`config.mk`:
```
export PLATFORM = sky130hd
export DESIGN_NAME = batch_norm_weight_folding_unit_flat
export DESIGN_NICKNAME = d
export VERILOG_FILES = /design/src/hdl/bnwf_pkg.sv /design/src/hdl/bnwf_if.sv /design/src/hdl/bnwf_ctrl.sv /design/src/hdl/bnwf_dp.sv /design/src/hdl/batch_norm_weight_folding_unit.sv /design/src/flat_wrapper.sv
export VERILOG_INCLUDE_DIRS = /design/src /design/src/hdl
export SDC_FILE = /design/constraint.sdc
export NUM_CORES = 2
export LEC_CHECK = 0
export BUFFER_PORTS_ARGS = -buffer_cell sky130_fd_sc_hd__buf_4
export CAP_MARGIN = 20
export CORE_MARGIN = 8
export CORE_UTILIZATION = 30
export CTS_BUF_LIST = sky130_fd_sc_hd__clkbuf_8
export CTS_CLUSTER_SIZE = 24
export DETAILED_ROUTE_END_ITERATION = 16
export GPL_ROUTABILITY_DRIVEN = 0
export MAX_ROUTING_LAYER = met4
export PLACE_DENSITY = 0.46
export SYNTH_ARGS = -nofsm -noshare
export SYNTH_HDL_FRONTEND = slang
export SYNTH_HIERARCHICAL = 1
export SYNTH_SLANG_ARGS = --single-unit
```
`constraint.sdc`:
```
create_clock -name clk -period 11.4 [get_ports clk]
set_input_delay 0.57 -clock clk [delete_from_list [all_inputs] [get_ports clk]]
set_output_delay 0.57 -clock clk [all_outputs]
set_load 0.02 [all_outputs]
```
`src/hdl/batch_norm_weight_folding_unit_macros.svh`:
```
`ifndef BATCH_NORM_WEIGHT_FOLDING_UNIT_MACROS_SVH
`define BATCH_NORM_WEIGHT_FOLDING_UNIT_MACROS_SVH

// same-cycle implication, checked on clk, off during reset
`define BNWF_ASSERT_NOW(lbl, ante, cons, msg) \
    lbl: assert property (@(posedge clk) disable iff (!rst_n) (ante) |-> (cons)) else $error(msg);

// next-cycle implication, checked on clk, off during reset
`define BNWF_ASSERT_NEXT(lbl, ante, cons, msg) \
    lbl: assert property (@(posedge clk) disable iff (!rst_n) (ante) |=> (cons)) else $error(msg);

`endif

```
`src/hdl/bnwf_pkg.sv`:
```
package bnwf_pkg;

    localparam int FRAC_BITS_DEF = 16;
    localparam int DATA_W        = 32;
    localparam int VAR_W         = 31;
    localparam int EPS_W         = 16;
    localparam int REG_IDX_W     = 1;

    // configuration register indexes
    typedef enum logic [REG_IDX_W-1:0] {
        REG_BN_ENABLE = 1'b0,
        REG_EPSILON   = 1'b1
    } reg_idx_t;

    // item opcodes, also used as result kind
    typedef enum logic [0:0] {
        OP_CHANNEL = 1'b0,
        OP_WEIGHT  = 1'b1
    } opcode_t;

    typedef enum logic [2:0] {
        ST_IDLE,
        ST_SQRT,
        ST_DEN,
        ST_DIV,
        ST_ALPHA,
        ST_MUL,
        ST_FIX,
        ST_FIN
    } state_t;

    typedef struct packed {
        logic capture;
        logic sqrt_step;
        logic den_load;
        logic div_step;
        logic alpha_upd;
        logic mul_step;
        logic fix_step;
        logic out_load;
    } cmd_t;

    typedef struct packed {
        logic en;
        logic op;
        logic out_free;
    } status_t;

endpackage

```
`src/hdl/bnwf_if.sv`:
```
// input item channel
interface bnwf_item_if;
    logic                                valid;
    logic                                ready;
    logic                                opcode;
    logic signed [bnwf_pkg::DATA_W-1:0]  bias;
    logic signed [bnwf_pkg::DATA_W-1:0]  scale;
    logic signed [bnwf_pkg::DATA_W-1:0]  mean;
    logic        [bnwf_pkg::VAR_W-1:0]   variance;
    logic signed [bnwf_pkg::DATA_W-1:0]  weight;

    modport source (output valid, opcode, bias, scale, mean, variance, weight, input ready);
    modport sink (input valid, opcode, bias, scale, mean, variance, weight, output ready);
endinterface

// result channel
interface bnwf_result_if;
    logic                                valid;
    logic                                ready;
    logic                                kind;
    logic signed [bnwf_pkg::DATA_W-1:0]  value;

    modport source (output valid, kind, value, input ready);
    modport sink (input valid, kind, value, output ready);
endinterface

// configuration write channel
interface bnwf_cfg_if;
    logic                                valid;
    logic                                ready;
    logic [bnwf_pkg::REG_IDX_W-1:0]      index;
    logic [bnwf_pkg::DATA_W-1:0]         data;

    modport source (output valid, index, data, input ready);
    modport sink (input valid, index, data, output ready);
endinterface

```
`src/hdl/bnwf_ctrl.sv`:
```
module bnwf_ctrl #(
    parameter int FRAC_BITS = bnwf_pkg::FRAC_BITS_DEF
) (
    input  logic               clk,
    input  logic               rst_n,
    input  logic               item_valid,
    output logic               item_ready,
    input  bnwf_pkg::status_t  status,
    output bnwf_pkg::cmd_t     cmd
);

    localparam int SQ_N  = (bnwf_pkg::VAR_W + FRAC_BITS + 1) / 2;
    localparam int DV_W  = bnwf_pkg::DATA_W + FRAC_BITS;
    localparam int CNT_W = $clog2(DV_W);

    bnwf_pkg::state_t state_reg, state_next;
    logic [CNT_W-1:0] cnt_reg, cnt_next;

    // state and step counter
    always_ff @(posedge clk or negedge rst_n)
    begin
        if (!rst_n)
        begin
            state_reg <= bnwf_pkg::ST_IDLE;
            cnt_reg   <= '0;
        end
        else
        begin
            state_reg <= state_next;
            cnt_reg   <= cnt_next;
        end
    end

    // next state and commands
    always_comb
    begin
        state_next = state_reg;
        cmd        = '0;
        item_ready = 1'b0;
        unique case (state_reg)
            bnwf_pkg::ST_IDLE:
            begin
                item_ready = 1'b1;
                if (item_valid)
                begin
                    cmd.capture = 1'b1;
                    if (!status.en)
                        state_next = bnwf_pkg::ST_FIN;
                    else if (status.op == bnwf_pkg::OP_WEIGHT)
                        state_next = bnwf_pkg::ST_MUL;
                    else
                        state_next = bnwf_pkg::ST_SQRT;
                end
            end
            bnwf_pkg::ST_SQRT:
            begin
                cmd.sqrt_step = 1'b1;
                if (cnt_reg == CNT_W'(SQ_N - 1))
                    state_next = bnwf_pkg::ST_DEN;
            end
            bnwf_pkg::ST_DEN:
            begin
                cmd.den_load = 1'b1;
                state_next   = bnwf_pkg::ST_DIV;
            end
            bnwf_pkg::ST_DIV:
            begin
                cmd.div_step = 1'b1;
                if (cnt_reg == CNT_W'(DV_W - 1))
                    state_next = bnwf_pkg::ST_ALPHA;
            end
            bnwf_pkg::ST_ALPHA:
            begin
                cmd.alpha_upd = 1'b1;
                state_next    = bnwf_pkg::ST_MUL;
            end
            bnwf_pkg::ST_MUL:
            begin
                cmd.mul_step = 1'b1;
                state_next   = bnwf_pkg::ST_FIX;
            end
            bnwf_pkg::ST_FIX:
            begin
                cmd.fix_step = 1'b1;
                state_next   = bnwf_pkg::ST_FIN;
            end
            bnwf_pkg::ST_FIN:
            begin
                if (status.out_free)
                begin
                    cmd.out_load = 1'b1;
                    state_next   = bnwf_pkg::ST_IDLE;
                end
            end
            default:
            begin
                state_next = bnwf_pkg::ST_IDLE;
            end
        endcase
        cnt_next = (state_next != state_reg) ? '0 : cnt_reg + CNT_W'(1);
    end

endmodule

```
`src/hdl/bnwf_dp.sv`:
```
module bnwf_dp #(
    parameter int FRAC_BITS = bnwf_pkg::FRAC_BITS_DEF
) (
    input  logic                                clk,
    input  logic                                rst_n,
    input  bnwf_pkg::cmd_t                      cmd,
    output bnwf_pkg::status_t                   status,
    input  logic                                item_opcode,
    input  logic signed [bnwf_pkg::DATA_W-1:0]  item_bias,
    input  logic signed [bnwf_pkg::DATA_W-1:0]  item_scale,
    input  logic signed [bnwf_pkg::DATA_W-1:0]  item_mean,
    input  logic        [bnwf_pkg::VAR_W-1:0]   item_variance,
    input  logic signed [bnwf_pkg::DATA_W-1:0]  item_weight,
    input  logic                                cfg_we,
    input  logic [bnwf_pkg::REG_IDX_W-1:0]      cfg_index,
    input  logic [bnwf_pkg::DATA_W-1:0]         cfg_data,
    output logic                                result_valid,
    input  logic                                result_ready,
    output logic                                result_kind,
    output logic signed [bnwf_pkg::DATA_W-1:0]  result_value
);

    localparam int DW     = bnwf_pkg::DATA_W;
    localparam int SQ_W   = bnwf_pkg::VAR_W + FRAC_BITS;
    localparam int SQ_N   = (SQ_W + 1) / 2;
    localparam int RAD_W  = 2 * SQ_N;
    localparam int REM_W  = SQ_N + 2;
    localparam int DEN_W  = SQ_N + 1;
    localparam int DR_W   = DEN_W + 1;
    localparam int DV_W   = DW + FRAC_BITS;
    localparam int PROD_W = 2 * DW;
    localparam int TERM_W = PROD_W + 1;
    localparam int SUM_W  = TERM_W + 1;
    localparam logic signed [DW-1:0] ALPHA_ONE = DW'(1) << FRAC_BITS;
    localparam logic signed [DW-1:0] SAT_MAX   = {1'b0, {(DW-1){1'b1}}};
    localparam logic signed [DW-1:0] SAT_MIN   = {1'b1, {(DW-1){1'b0}}};

    function automatic logic [DW-1:0] mag(input logic signed [DW-1:0] x);
        mag = x[DW-1] ? (DW'(0) - x) : x;
    endfunction

    function automatic logic signed [DW-1:0] sat(input logic signed [SUM_W-1:0] x);
        logic all0;
        logic all1;
        all0 = ~|x[SUM_W-1:DW-1];
        all1 = &x[SUM_W-1:DW-1];
        if (all0 || all1)
            sat = x[DW-1:0];
        else
            sat = x[SUM_W-1] ? SAT_MIN : SAT_MAX;
    endfunction

    logic                    en_cfg_reg;
    logic [bnwf_pkg::EPS_W-1:0] eps_reg;
    logic                    op_reg, en_reg;
    logic signed [DW-1:0]    bias_reg, scale_reg, mean_reg, weight_reg;
    logic [RAD_W-1:0]        rad_reg;
    logic [REM_W-1:0]        srem_reg;
    logic [SQ_N-1:0]         root_reg;
    logic [DEN_W-1:0]        den_reg;
    logic [DR_W-1:0]         drem_reg;
    logic [DV_W-1:0]         quo_reg;
    logic signed [DW-1:0]    alpha_reg;
    logic [PROD_W-1:0]       prod_reg;
    logic                    neg_reg;
    logic signed [TERM_W-1:0] term_reg;
    logic                    out_valid_reg, out_kind_reg;
    logic signed [DW-1:0]    out_value_reg;

    logic [REM_W-1:0]        s_rem_t, s_trial;
    logic                    s_ge;
    logic [DEN_W-1:0]        den_sum;
    logic [DR_W-1:0]         d_rem_t, d_den;
    logic                    d_ge;
    logic                    q_big;
    logic [DW-1:0]           q_lo;
    logic signed [DW-1:0]    alpha_new;
    logic signed [DW-1:0]    mul_a;
    logic [PROD_W-1:0]       m_shift;
    logic signed [TERM_W-1:0] m_ext;
    logic signed [SUM_W-1:0] bias_diff;
    logic signed [DW-1:0]    res;

    // configuration registers
    always_ff @(posedge clk or negedge rst_n)
    begin
        if (!rst_n)
        begin
            en_cfg_reg <= 1'b1;
            eps_reg    <= bnwf_pkg::EPS_W'(1);
        end
        else if (cfg_we)
        begin
            unique case (bnwf_pkg::reg_idx_t'(cfg_index))
                bnwf_pkg::REG_BN_ENABLE: en_cfg_reg <= cfg_data[0];
                bnwf_pkg::REG_EPSILON:   eps_reg    <= cfg_data[bnwf_pkg::EPS_W-1:0];
                default:                 en_cfg_reg <= en_cfg_reg;
            endcase
        end
    end

    // square root step: one result bit per cycle
    always_comb
    begin
        s_rem_t = {srem_reg[SQ_N-1:0], rad_reg[RAD_W-1 -: 2]};
        s_trial = {root_reg, 2'b01};
        s_ge    = s_rem_t >= s_trial;
    end

    // denominator sum; a zero sum is replaced by 1 when it is loaded
    assign den_sum = DEN_W'(root_reg) + DEN_W'(eps_reg);

    // divider step: one quotient bit per cycle
    always_comb
    begin
        d_rem_t = {drem_reg[DEN_W-1:0], quo_reg[DV_W-1]};
        d_den   = {1'b0, den_reg};
        d_ge    = d_rem_t >= d_den;
    end

    // signed, saturated folding factor from the quotient
    always_comb
    begin
        q_big = |quo_reg[DV_W-1:DW-1];
        q_lo  = {1'b0, quo_reg[DW-2:0]};
        if (scale_reg[DW-1])
            alpha_new = q_big ? SAT_MIN : $signed(DW'(0) - q_lo);
        else
            alpha_new = q_big ? SAT_MAX : $signed(q_lo);
    end

    // product shift and sign, bias subtraction, final result
    always_comb
    begin
        mul_a     = (op_reg == bnwf_pkg::OP_WEIGHT) ? weight_reg : mean_reg;
        m_shift   = prod_reg >> FRAC_BITS;
        m_ext     = $signed({1'b0, m_shift});
        bias_diff = SUM_W'(bias_reg) - SUM_W'(term_reg);
        if (!en_reg)
            res = (op_reg == bnwf_pkg::OP_WEIGHT) ? weight_reg : bias_reg;
        else if (op_reg == bnwf_pkg::OP_WEIGHT)
            res = sat(SUM_W'(term_reg));
        else
            res = sat(bias_diff);
    end

    // item capture and arithmetic payload
    always_ff @(posedge clk)
    begin
        if (cmd.capture)
        begin
            op_reg     <= item_opcode;
            en_reg     <= en_cfg_reg;
            bias_reg   <= item_bias;
            scale_reg  <= item_scale;
            mean_reg   <= item_mean;
            weight_reg <= item_weight;
            rad_reg    <= RAD_W'({item_variance, {FRAC_BITS{1'b0}}});
            srem_reg   <= '0;
            root_reg   <= '0;
        end
        if (cmd.sqrt_step)
        begin
            srem_reg <= s_ge ? (s_rem_t - s_trial) : s_rem_t;
            root_reg <= {root_reg[SQ_N-2:0], s_ge};
            rad_reg  <= rad_reg << 2;
        end
        if (cmd.den_load)
        begin
            den_reg  <= (den_sum == '0) ? DEN_W'(1) : den_sum;
            drem_reg <= '0;
            quo_reg  <= {mag(scale_reg), {FRAC_BITS{1'b0}}};
        end
        if (cmd.div_step)
        begin
            drem_reg <= d_ge ? (d_rem_t - d_den) : d_rem_t;
            quo_reg  <= {quo_reg[DV_W-2:0], d_ge};
        end
        if (cmd.mul_step)
        begin
            prod_reg <= PROD_W'(mag(mul_a)) * PROD_W'(mag(alpha_reg));
            neg_reg  <= mul_a[DW-1] ^ alpha_reg[DW-1];
        end
        if (cmd.fix_step)
            term_reg <= neg_reg ? (TERM_W'(0) - m_ext) : m_ext;
        if (cmd.out_load)
        begin
            out_kind_reg  <= op_reg;
            out_value_reg <= res;
        end
    end

    // folding factor
    always_ff @(posedge clk or negedge rst_n)
    begin
        if (!rst_n)
            alpha_reg <= ALPHA_ONE;
        else if (cmd.alpha_upd)
            alpha_reg <= alpha_new;
        else if (cmd.out_load && !en_reg && op_reg == bnwf_pkg::OP_CHANNEL)
            alpha_reg <= ALPHA_ONE;
    end

    // output word register
    always_ff @(posedge clk or negedge rst_n)
    begin
        if (!rst_n)
            out_valid_reg <= 1'b0;
        else if (cmd.out_load)
            out_valid_reg <= 1'b1;
        else if (result_ready)
            out_valid_reg <= 1'b0;
    end

    assign status.en       = en_cfg_reg;
    assign status.op       = item_opcode;
    assign status.out_free = !out_valid_reg || result_ready;

    assign result_valid = out_valid_reg;
    assign result_kind  = out_kind_reg;
    assign result_value = out_value_reg;

endmodule

```
`src/hdl/batch_norm_weight_folding_unit.sv`:
```
// Weight word, folding on: accept, multiply, sign fix, output load.
// Channel word, folding on: accept, square root, denominator, divider, alpha update,
// multiply, sign fix, output load; bit-serial square root and divider set the length.
// Folding off: accept, output load. A word is accepted only once the last one is loaded.
// A finished word waits in the output register while the next word is accepted.
// Reset (rst_n low, async): bn_enable 1, epsilon 1, alpha 1.0, no word pending.
module batch_norm_weight_folding_unit #(
    parameter int FRAC_BITS = bnwf_pkg::FRAC_BITS_DEF
) (
    input logic              clk,
    input logic              rst_n,
    bnwf_item_if.sink        item,
    bnwf_result_if.source    result,
    bnwf_cfg_if.sink         cfg
);

    `include "batch_norm_weight_folding_unit_macros.svh"

    bnwf_pkg::cmd_t    cmd;
    bnwf_pkg::status_t status;
    logic              item_ready;

    // sequencer
    bnwf_ctrl #(
        .FRAC_BITS (FRAC_BITS)
    ) u_ctrl (
        .clk        (clk),
        .rst_n      (rst_n),
        .item_valid (item.valid),
        .item_ready (item_ready),
        .status     (status),
        .cmd        (cmd)
    );

    // arithmetic and registers
    bnwf_dp #(
        .FRAC_BITS (FRAC_BITS)
    ) u_dp (
        .clk           (clk),
        .rst_n         (rst_n),
        .cmd           (cmd),
        .status        (status),
        .item_opcode   (item.opcode),
        .item_bias     (item.bias),
        .item_scale    (item.scale),
        .item_mean     (item.mean),
        .item_variance (item.variance),
        .item_weight   (item.weight),
        .cfg_we        (cfg.valid),
        .cfg_index     (cfg.index),
        .cfg_data      (cfg.data),
        .result_valid  (result.valid),
        .result_ready  (result.ready),
        .result_kind   (result.kind),
        .result_value  (result.value)
    );

    assign item.ready = item_ready;
    assign cfg.ready  = 1'b1;

    // checks
    `BNWF_ASSERT_NEXT(a_one_at_a_time, item.valid && item.ready, !item.ready, "item taken while busy")
    `BNWF_ASSERT_NOW(a_no_overwrite, cmd.out_load, status.out_free, "pending word overwritten")
    `BNWF_ASSERT_NOW(a_capture_idle, cmd.capture, item.valid && item_ready, "capture without handshake")

endmodule

```
`src/flat_wrapper.sv`:
```
// flat-port wrapper written by rule: the top's interface ports become plain ports
module batch_norm_weight_folding_unit_flat 
#(
    parameter int FRAC_BITS = bnwf_pkg::FRAC_BITS_DEF
)
  (clk, rst_n, item_valid, item_opcode, item_bias, item_scale, item_mean, item_variance, item_weight, item_ready, result_valid, result_kind, result_value, result_ready, cfg_valid, cfg_index, cfg_data, cfg_ready);
  bnwf_item_if item_i ();
  bnwf_result_if result_i ();
  bnwf_cfg_if cfg_i ();
  input logic clk;
  input logic rst_n;
  input wire logic [$bits(item_i.valid)-1:0] item_valid;
  input wire logic [$bits(item_i.opcode)-1:0] item_opcode;
  input wire logic [$bits(item_i.bias)-1:0] item_bias;
  input wire logic [$bits(item_i.scale)-1:0] item_scale;
  input wire logic [$bits(item_i.mean)-1:0] item_mean;
  input wire logic [$bits(item_i.variance)-1:0] item_variance;
  input wire logic [$bits(item_i.weight)-1:0] item_weight;
  output wire logic [$bits(item_i.ready)-1:0] item_ready;
  output wire logic [$bits(result_i.valid)-1:0] result_valid;
  output wire logic [$bits(result_i.kind)-1:0] result_kind;
  output wire logic [$bits(result_i.value)-1:0] result_value;
  input wire logic [$bits(result_i.ready)-1:0] result_ready;
  input wire logic [$bits(cfg_i.valid)-1:0] cfg_valid;
  input wire logic [$bits(cfg_i.index)-1:0] cfg_index;
  input wire logic [$bits(cfg_i.data)-1:0] cfg_data;
  output wire logic [$bits(cfg_i.ready)-1:0] cfg_ready;
  assign item_i.valid = item_valid;
  assign item_i.opcode = item_opcode;
  assign item_i.bias = item_bias;
  assign item_i.scale = item_scale;
  assign item_i.mean = item_mean;
  assign item_i.variance = item_variance;
  assign item_i.weight = item_weight;
  assign item_ready = item_i.ready;
  assign result_valid = result_i.valid;
  assign result_kind = result_i.kind;
  assign result_value = result_i.value;
  assign result_i.ready = result_ready;
  assign cfg_i.valid = cfg_valid;
  assign cfg_i.index = cfg_index;
  assign cfg_i.data = cfg_data;
  assign cfg_ready = cfg_i.ready;
  batch_norm_weight_folding_unit #(.FRAC_BITS(FRAC_BITS)) u_core (.clk(clk), .rst_n(rst_n), .item(item_i), .result(result_i), .cfg(cfg_i));
endmodule
```
* Word-level counts from Yosys, hierarchy flattened
Index checks and enable logic that the tools add are counted.
** Storage, ports and cells
- Bits in registers :: 514
- Output and inout bits :: 36
- Memories kept :: 0
- Memory bits (read-only) :: 0
- Latch bits :: 0
- Input bits :: 198
- Bits in writable memories :: 0
** Cells by class
- Bitwise gates (word level) :: 3
- Mux-type cells :: 50
- Add/subtract/negate cells :: 10
- Equality and inequality tests :: 10
- Order comparisons :: 2
- Div/mod/pow operators :: 0
- Reductions and logical operators :: 22
- Shift-type cells :: 0
- $mul :: 1
** Operator list (count)
- $mux W32 :: 15
- $mux W48 :: 5
- $mux W24 :: 5
- $sub A1 B32 Y32 const A :: 3
- $mux W25 :: 3
- $mul A32 B32 Y64 :: 1
- $sub A32 B49 Y50 :: 1
- $sub A1 B48 Y49 const A :: 1
- $reduce_and A35 Y1 :: 1
- $reduce_or A35 Y1 :: 1
- $reduce_and A34 Y1 :: 1
- $reduce_or A34 Y1 :: 1
- $sub A1 B31 Y32 const A :: 1
- $mux W31 :: 1
- $ge A26 B25 Y1 :: 1
- $ge A26 B26 Y1 :: 1
- $add A24 B16 Y25 :: 1
- $logic_not A25 Y1 :: 1
- $sub A25 B25 Y25 :: 1
- $pmux W3 S8 :: 1
- $sub A24 B24 Y24 :: 1
- $mux W3 :: 6
- $reduce_or A17 Y1 :: 1
- $mux W1 :: 13
- 16 further kinds :: 31

* Longest topological paths before layout
- Depth in word-level cells :: 8
- Mapped depth :: 46
- Depth with buffers taken out :: 38

* Cells and area by module
The synthesis kept the hierarchy.
** By module, submodules not included
- bnwf_dp :: sequential area each 14437.6 um2, area each 59802.4 um2, cells an instance 6212, instances 1
- bnwf_ctrl :: sequential area each 225.2 um2, area each 574.3 um2, cells an instance 61, instances 1
- batch_norm_weight_folding_unit :: sequential area each 0.0 um2, area each 11.3 um2, cells an instance 2, instances 1

* Least setup slack after synthesis
Ideal clock, no wire load.
- Path type :: flip-flop to flip-flop
- Start point :: register u_core.u_dp.op_reg
- End point :: register u_core.u_dp.prod_reg[57], data pin
- Library setup time :: 0.259 ns
- Arrival time :: 11.982 ns
- Required time :: 11.141 ns
- Slack :: -0.840 ns
- Buffers on the path :: 9
- Cell stages (with the launch flop) :: 45
- Cells stage by stage :: edfxtp_1 -> buf_2 -> buf_2 -> buf_1 -> clkbuf_1 -> clkbuf_1 -> clkbuf_1 -> clkbuf_1 -> buf_1 -> mux2i_1 -> ha_1 -> nand3_1 -> nor4_1 -> nand2_1 -> nor2_1 -> nand2_1 -> nor2_1 -> a21oi_1 -> [9 not listed] -> fa_1 -> fa_1 -> fa_1 -> inv_1 -> fa_1 -> inv_1 -> ha_1 -> and4_1 -> and3_1 -> inv_1 -> or4_1 -> a31oi_1 -> nor3_1 -> o31ai_1 -> a41oi_1 -> o31ai_1 -> a31oi_1 -> xnor2_1
** Between the ends
- Cells in the longest elaborated chain, start to end :: 4
** Ends and longest elaborated chain
- start, declared :: RTL line bnwf_dp.sv:55 : logic op_reg, en_reg;
- start signal, assigned :: RTL line bnwf_dp.sv:152 : op_reg <= item_opcode;
- $mux W32 * :: RTL line bnwf_dp.sv:135 : mul_a = (op_reg == bnwf_pkg::OP_WEIGHT) ? weight_reg : mean_reg;
- $sub A1 B32 Y32 :: RTL line bnwf_dp.sv:39 : mag = x[DW-1] ? (DW'(0) - x) : x;
- $mux W32 * :: RTL line bnwf_dp.sv:39
- $mul A32 B32 Y64 * :: RTL line bnwf_dp.sv:181 : prod_reg <= PROD_W'(mag(mul_a)) * PROD_W'(mag(alpha_reg));
- end signal, assigned :: RTL line bnwf_dp.sv:181
- end, declared :: RTL line bnwf_dp.sv:64 : logic [PROD_W-1:0] prod_reg;
Mark *: on every way between the ends. The rest lies on a longest branch, timed or not.
A chain may end at the register's enable or synchronous reset.

* Worst setup path after layout
Ends and elaborated chain as after synthesis.

==> results.py <==
metrics = {
    "cts": {
        "htree_levels": 3,
        "worstSkewPairLatency_ns": 0.81,
        "cts_buffers": 89,
        "cts.path.max_buffers": 3,
        "root_buffer": "clkbuf_8",
        "clk_pin_slew_ns": 0.06,
        "cts.sinks": 498,
        "cts_tree": "yes",
    },
    "detailed_routing": {
        "drc": 0,
        "final_antenna_net_count": 0,
        "wirelength_mm": 207,
        "via_count": 46737,
        "drt_first_pass_iters": 6,
        "wl_per_cell_microns": 21.8,
        "via_per_inst": 4.92,
        "drt_iter0_markers": 3472,
    },
    "synthesis": {
        "avgSynthCellArea_sq_um": 9.62,
        "yosysTopAreaCell": "fa_1",
        "synth_edf_count": 439,
        "ys_seq_area_share_pct": 24.3,
        "ys_seq_elements": 498,
        "yosysWarnings": 6,
        "synth_commonest_cells": "inv_1 (1027), fa_1 (898), nor2_1 (823)",
        "yosysTopAreaCellShare_pct": 29.8,
        "yosys-top-cells-area": "fa_1 (30%), edfxtp_1 (22%), ha_1 (7.9%)",
        "syn-instance-count": 6275,
        "synthesis.nets": 7753,
        "synthDistinctLibCells": 92,
        "async_reset_ff_share_pct": 11.8,
        "synthMostInstantiatedCell": "inv_1",
        "ys.flop_type": "edfxtp_1",
        "synth_area_sq_um": 60400,
    },
    "critical_path": {
        "worstSetupStartpointType": "flip-flop",
        "path_delay_family": "adder cells",
        "cp-end-kind": "flip-flop",
        "path_buf_inv": 12,
        "critPathSlowestCell": "fa_1",
        "path_class": "flip-flop to flip-flop",
        "worst-path-max-fanout": 18,
        "cp_common_cell": "fa_1",
        "cp.required_ns": 11.95,
        "crit_path_max_incr_delay_ns": 0.56,
        "crit_arrival_ns": 11.62,
    },
    "timing": {
        "tightest_slew_ns": 1.10,
        "setup_viol": 0,
        "relSlewSlack_pct": 26.3,
        "hold_viol": 0,
        "skew_ns": 0.0664,
        "max_clock_freq_mhz": 90.4,
        "drv_slew": 0,
        "hold_ws_ns": 0.117,
        "fin_crit_ns": 11.06,
        "fin_crit_sh_pct": 97.1,
    },
    "global_routing": {
        "grt_usage_pct": 19.4,
        "grt_pass1_vias": 49126,
        "grt_max_degree": 85,
        "overflow": 0,
        "grt_pass1_wl_mm": 310,
        "grt_antenna_before_repair": 8,
    },
    "place": {
        "place_hpwl_mm": 165,
        "port_buffers": 216,
    },
    "die": {
        "die_y_microns": 465,
        "ios": 234,
        "core_sq_um": 200000,
        "die_area_sq_um": 216000,
        "start_util_pct": 30.2,
        "die_x_microns": 465,
        "num_rows": 164,
    },
    "finish": {
        "drive_gt1_share_pct": 12.1,
        "syn_to_final_growth_pct": 17.2,
        "final-seq-area_sq_um": 14700,
        "largest_register_ffs": 49,
        "multi_input_area_sq_um": 41300,
        "nets": 8238,
        "nFillCells": 20336,
    },
    "flow_run": {
        "drv_cap": 0,
    },
    "hold_path": {
        "hold_class": "input pin to flip-flop",
    },
    "run_status": {
        "outcome": "finished clean",
    },
}
layout by cell type (no fill, tap or decap), drive strengths merged, types with 24 or more instances in the layout:
cell,Yosys,routed
a2111oi,28,28
a211oi,52,52
a21o,58,58
a21oi,192,192
a22o,32,32
a31oi,24,24
and2,31,31
buf,29,493
clkbuf,250,102
clkinv,3,27
dfrtp,56,56
dlygate4sd3,0,177
edfxtp,439,439
fa,898,898
ha,382,382
inv,1032,1067
mux2,54,54
mux2i,57,57
nand2,627,627
nand2b,43,43
nand3,49,49
nand4,39,39
nor2,843,843
nor2b,50,50
nor3,61,61
nor4,32,32
o21ai,191,191
o31ai,46,46
or3,28,28
or4,28,28
xnor2,214,214
xor2,134,134
final cells by class:
type | count | share of cell area [%]
multi-input cells | 4463 | 58.4
clock inverters | 65 | 0.569
clock buffers | 100 | 1.95
diodes | 6 | 0.0212
inverters | 1035 | 5.49
repair buffers | 673 | 8.19
flip-flops and latches | 498 | 20.7
well taps | 2656 | 4.70
metal layers:
metal / wire length, microns / global-route usage, %
met5: 0 / -
met4: 6820 / 5.99
met3: 12500 / 3.20
met2: 97000 / 31.3
met1: 90200 / 25.1
through the flow:
step | cell area (sq um) | util, % | setup WS, ns | instances | TNS (ns)
final | 70700 | 35.4 | 0.336 | 9496 | 0
after floorplan | 60400 | - | 0.0988 | 6275 | 0
after global routing | 70700 | 35.4 | -0.0144 | 9495 | -0.0274
after CTS | 70500 | 35.3 | 0.0388 | 9478 | 0
after global placement | 66900 | 33.5 | -0.101 | 9132 | -0.240
after detailed placement | 66900 | 33.5 | -0.139 | 9136 | -0.649
logic make-up (layout without fill, tap and decap cells):
logic type | count (synthesis) | count (layout) | share of synthesized area [%]
xor+xnor | 348 | 348 | 5.06
compound gates | 809 | 809 | 8.79
other cells | 1 | 7 | 0.00621
simple gates | 1914 | 1914 | 13.9
fa+ha+maj | 1280 | 1280 | 37.7
flops | 498 | 498 | 24.3
buf+inv | 1314 | 1873 | 8.32
mux | 111 | 111 | 1.95
repair_timing:
item                                    in CTS  in global routing
resized for setup                            6                 19
pin swaps                                    0                  4
hold endpoints to repair                   232                  0
gates cloned                                 0                  1
endpoints found under the setup margin       8                 16
hold buffers                               177                  0
setup buffers                                0                  7
worst paths after layout:
| path | startpoint | end | slack, ns | depth (start not counted) |
|---|---|---|---|---|
| max | u_core/u_dp/op_reg | u_core/u_dp/prod_reg[57] | 0.34 | 40 |
| min | item_variance[30] | u_core/u_dp/rad_reg[46] | 0.12 | 2 |
| max reg2reg | u_core/u_dp/op_reg | u_core/u_dp/prod_reg[57] | 0.34 | 40 |
| min reg2reg | u_core/u_ctrl/cnt_reg[0] | u_core/u_ctrl/cnt_reg[0] | 0.46 | 1 |
| max in group asynchronous | rst_n | u_core/u_ctrl/cnt_reg[0] | 10.38 | 2 |
| min in group asynchronous | rst_n | u_core/u_dp/alpha_reg[31] | 0.45 | 2 |
Power is left out: the tool's default activity adds up to more than one toggle a clock period on the data nets, which glitch-free logic cannot reach.
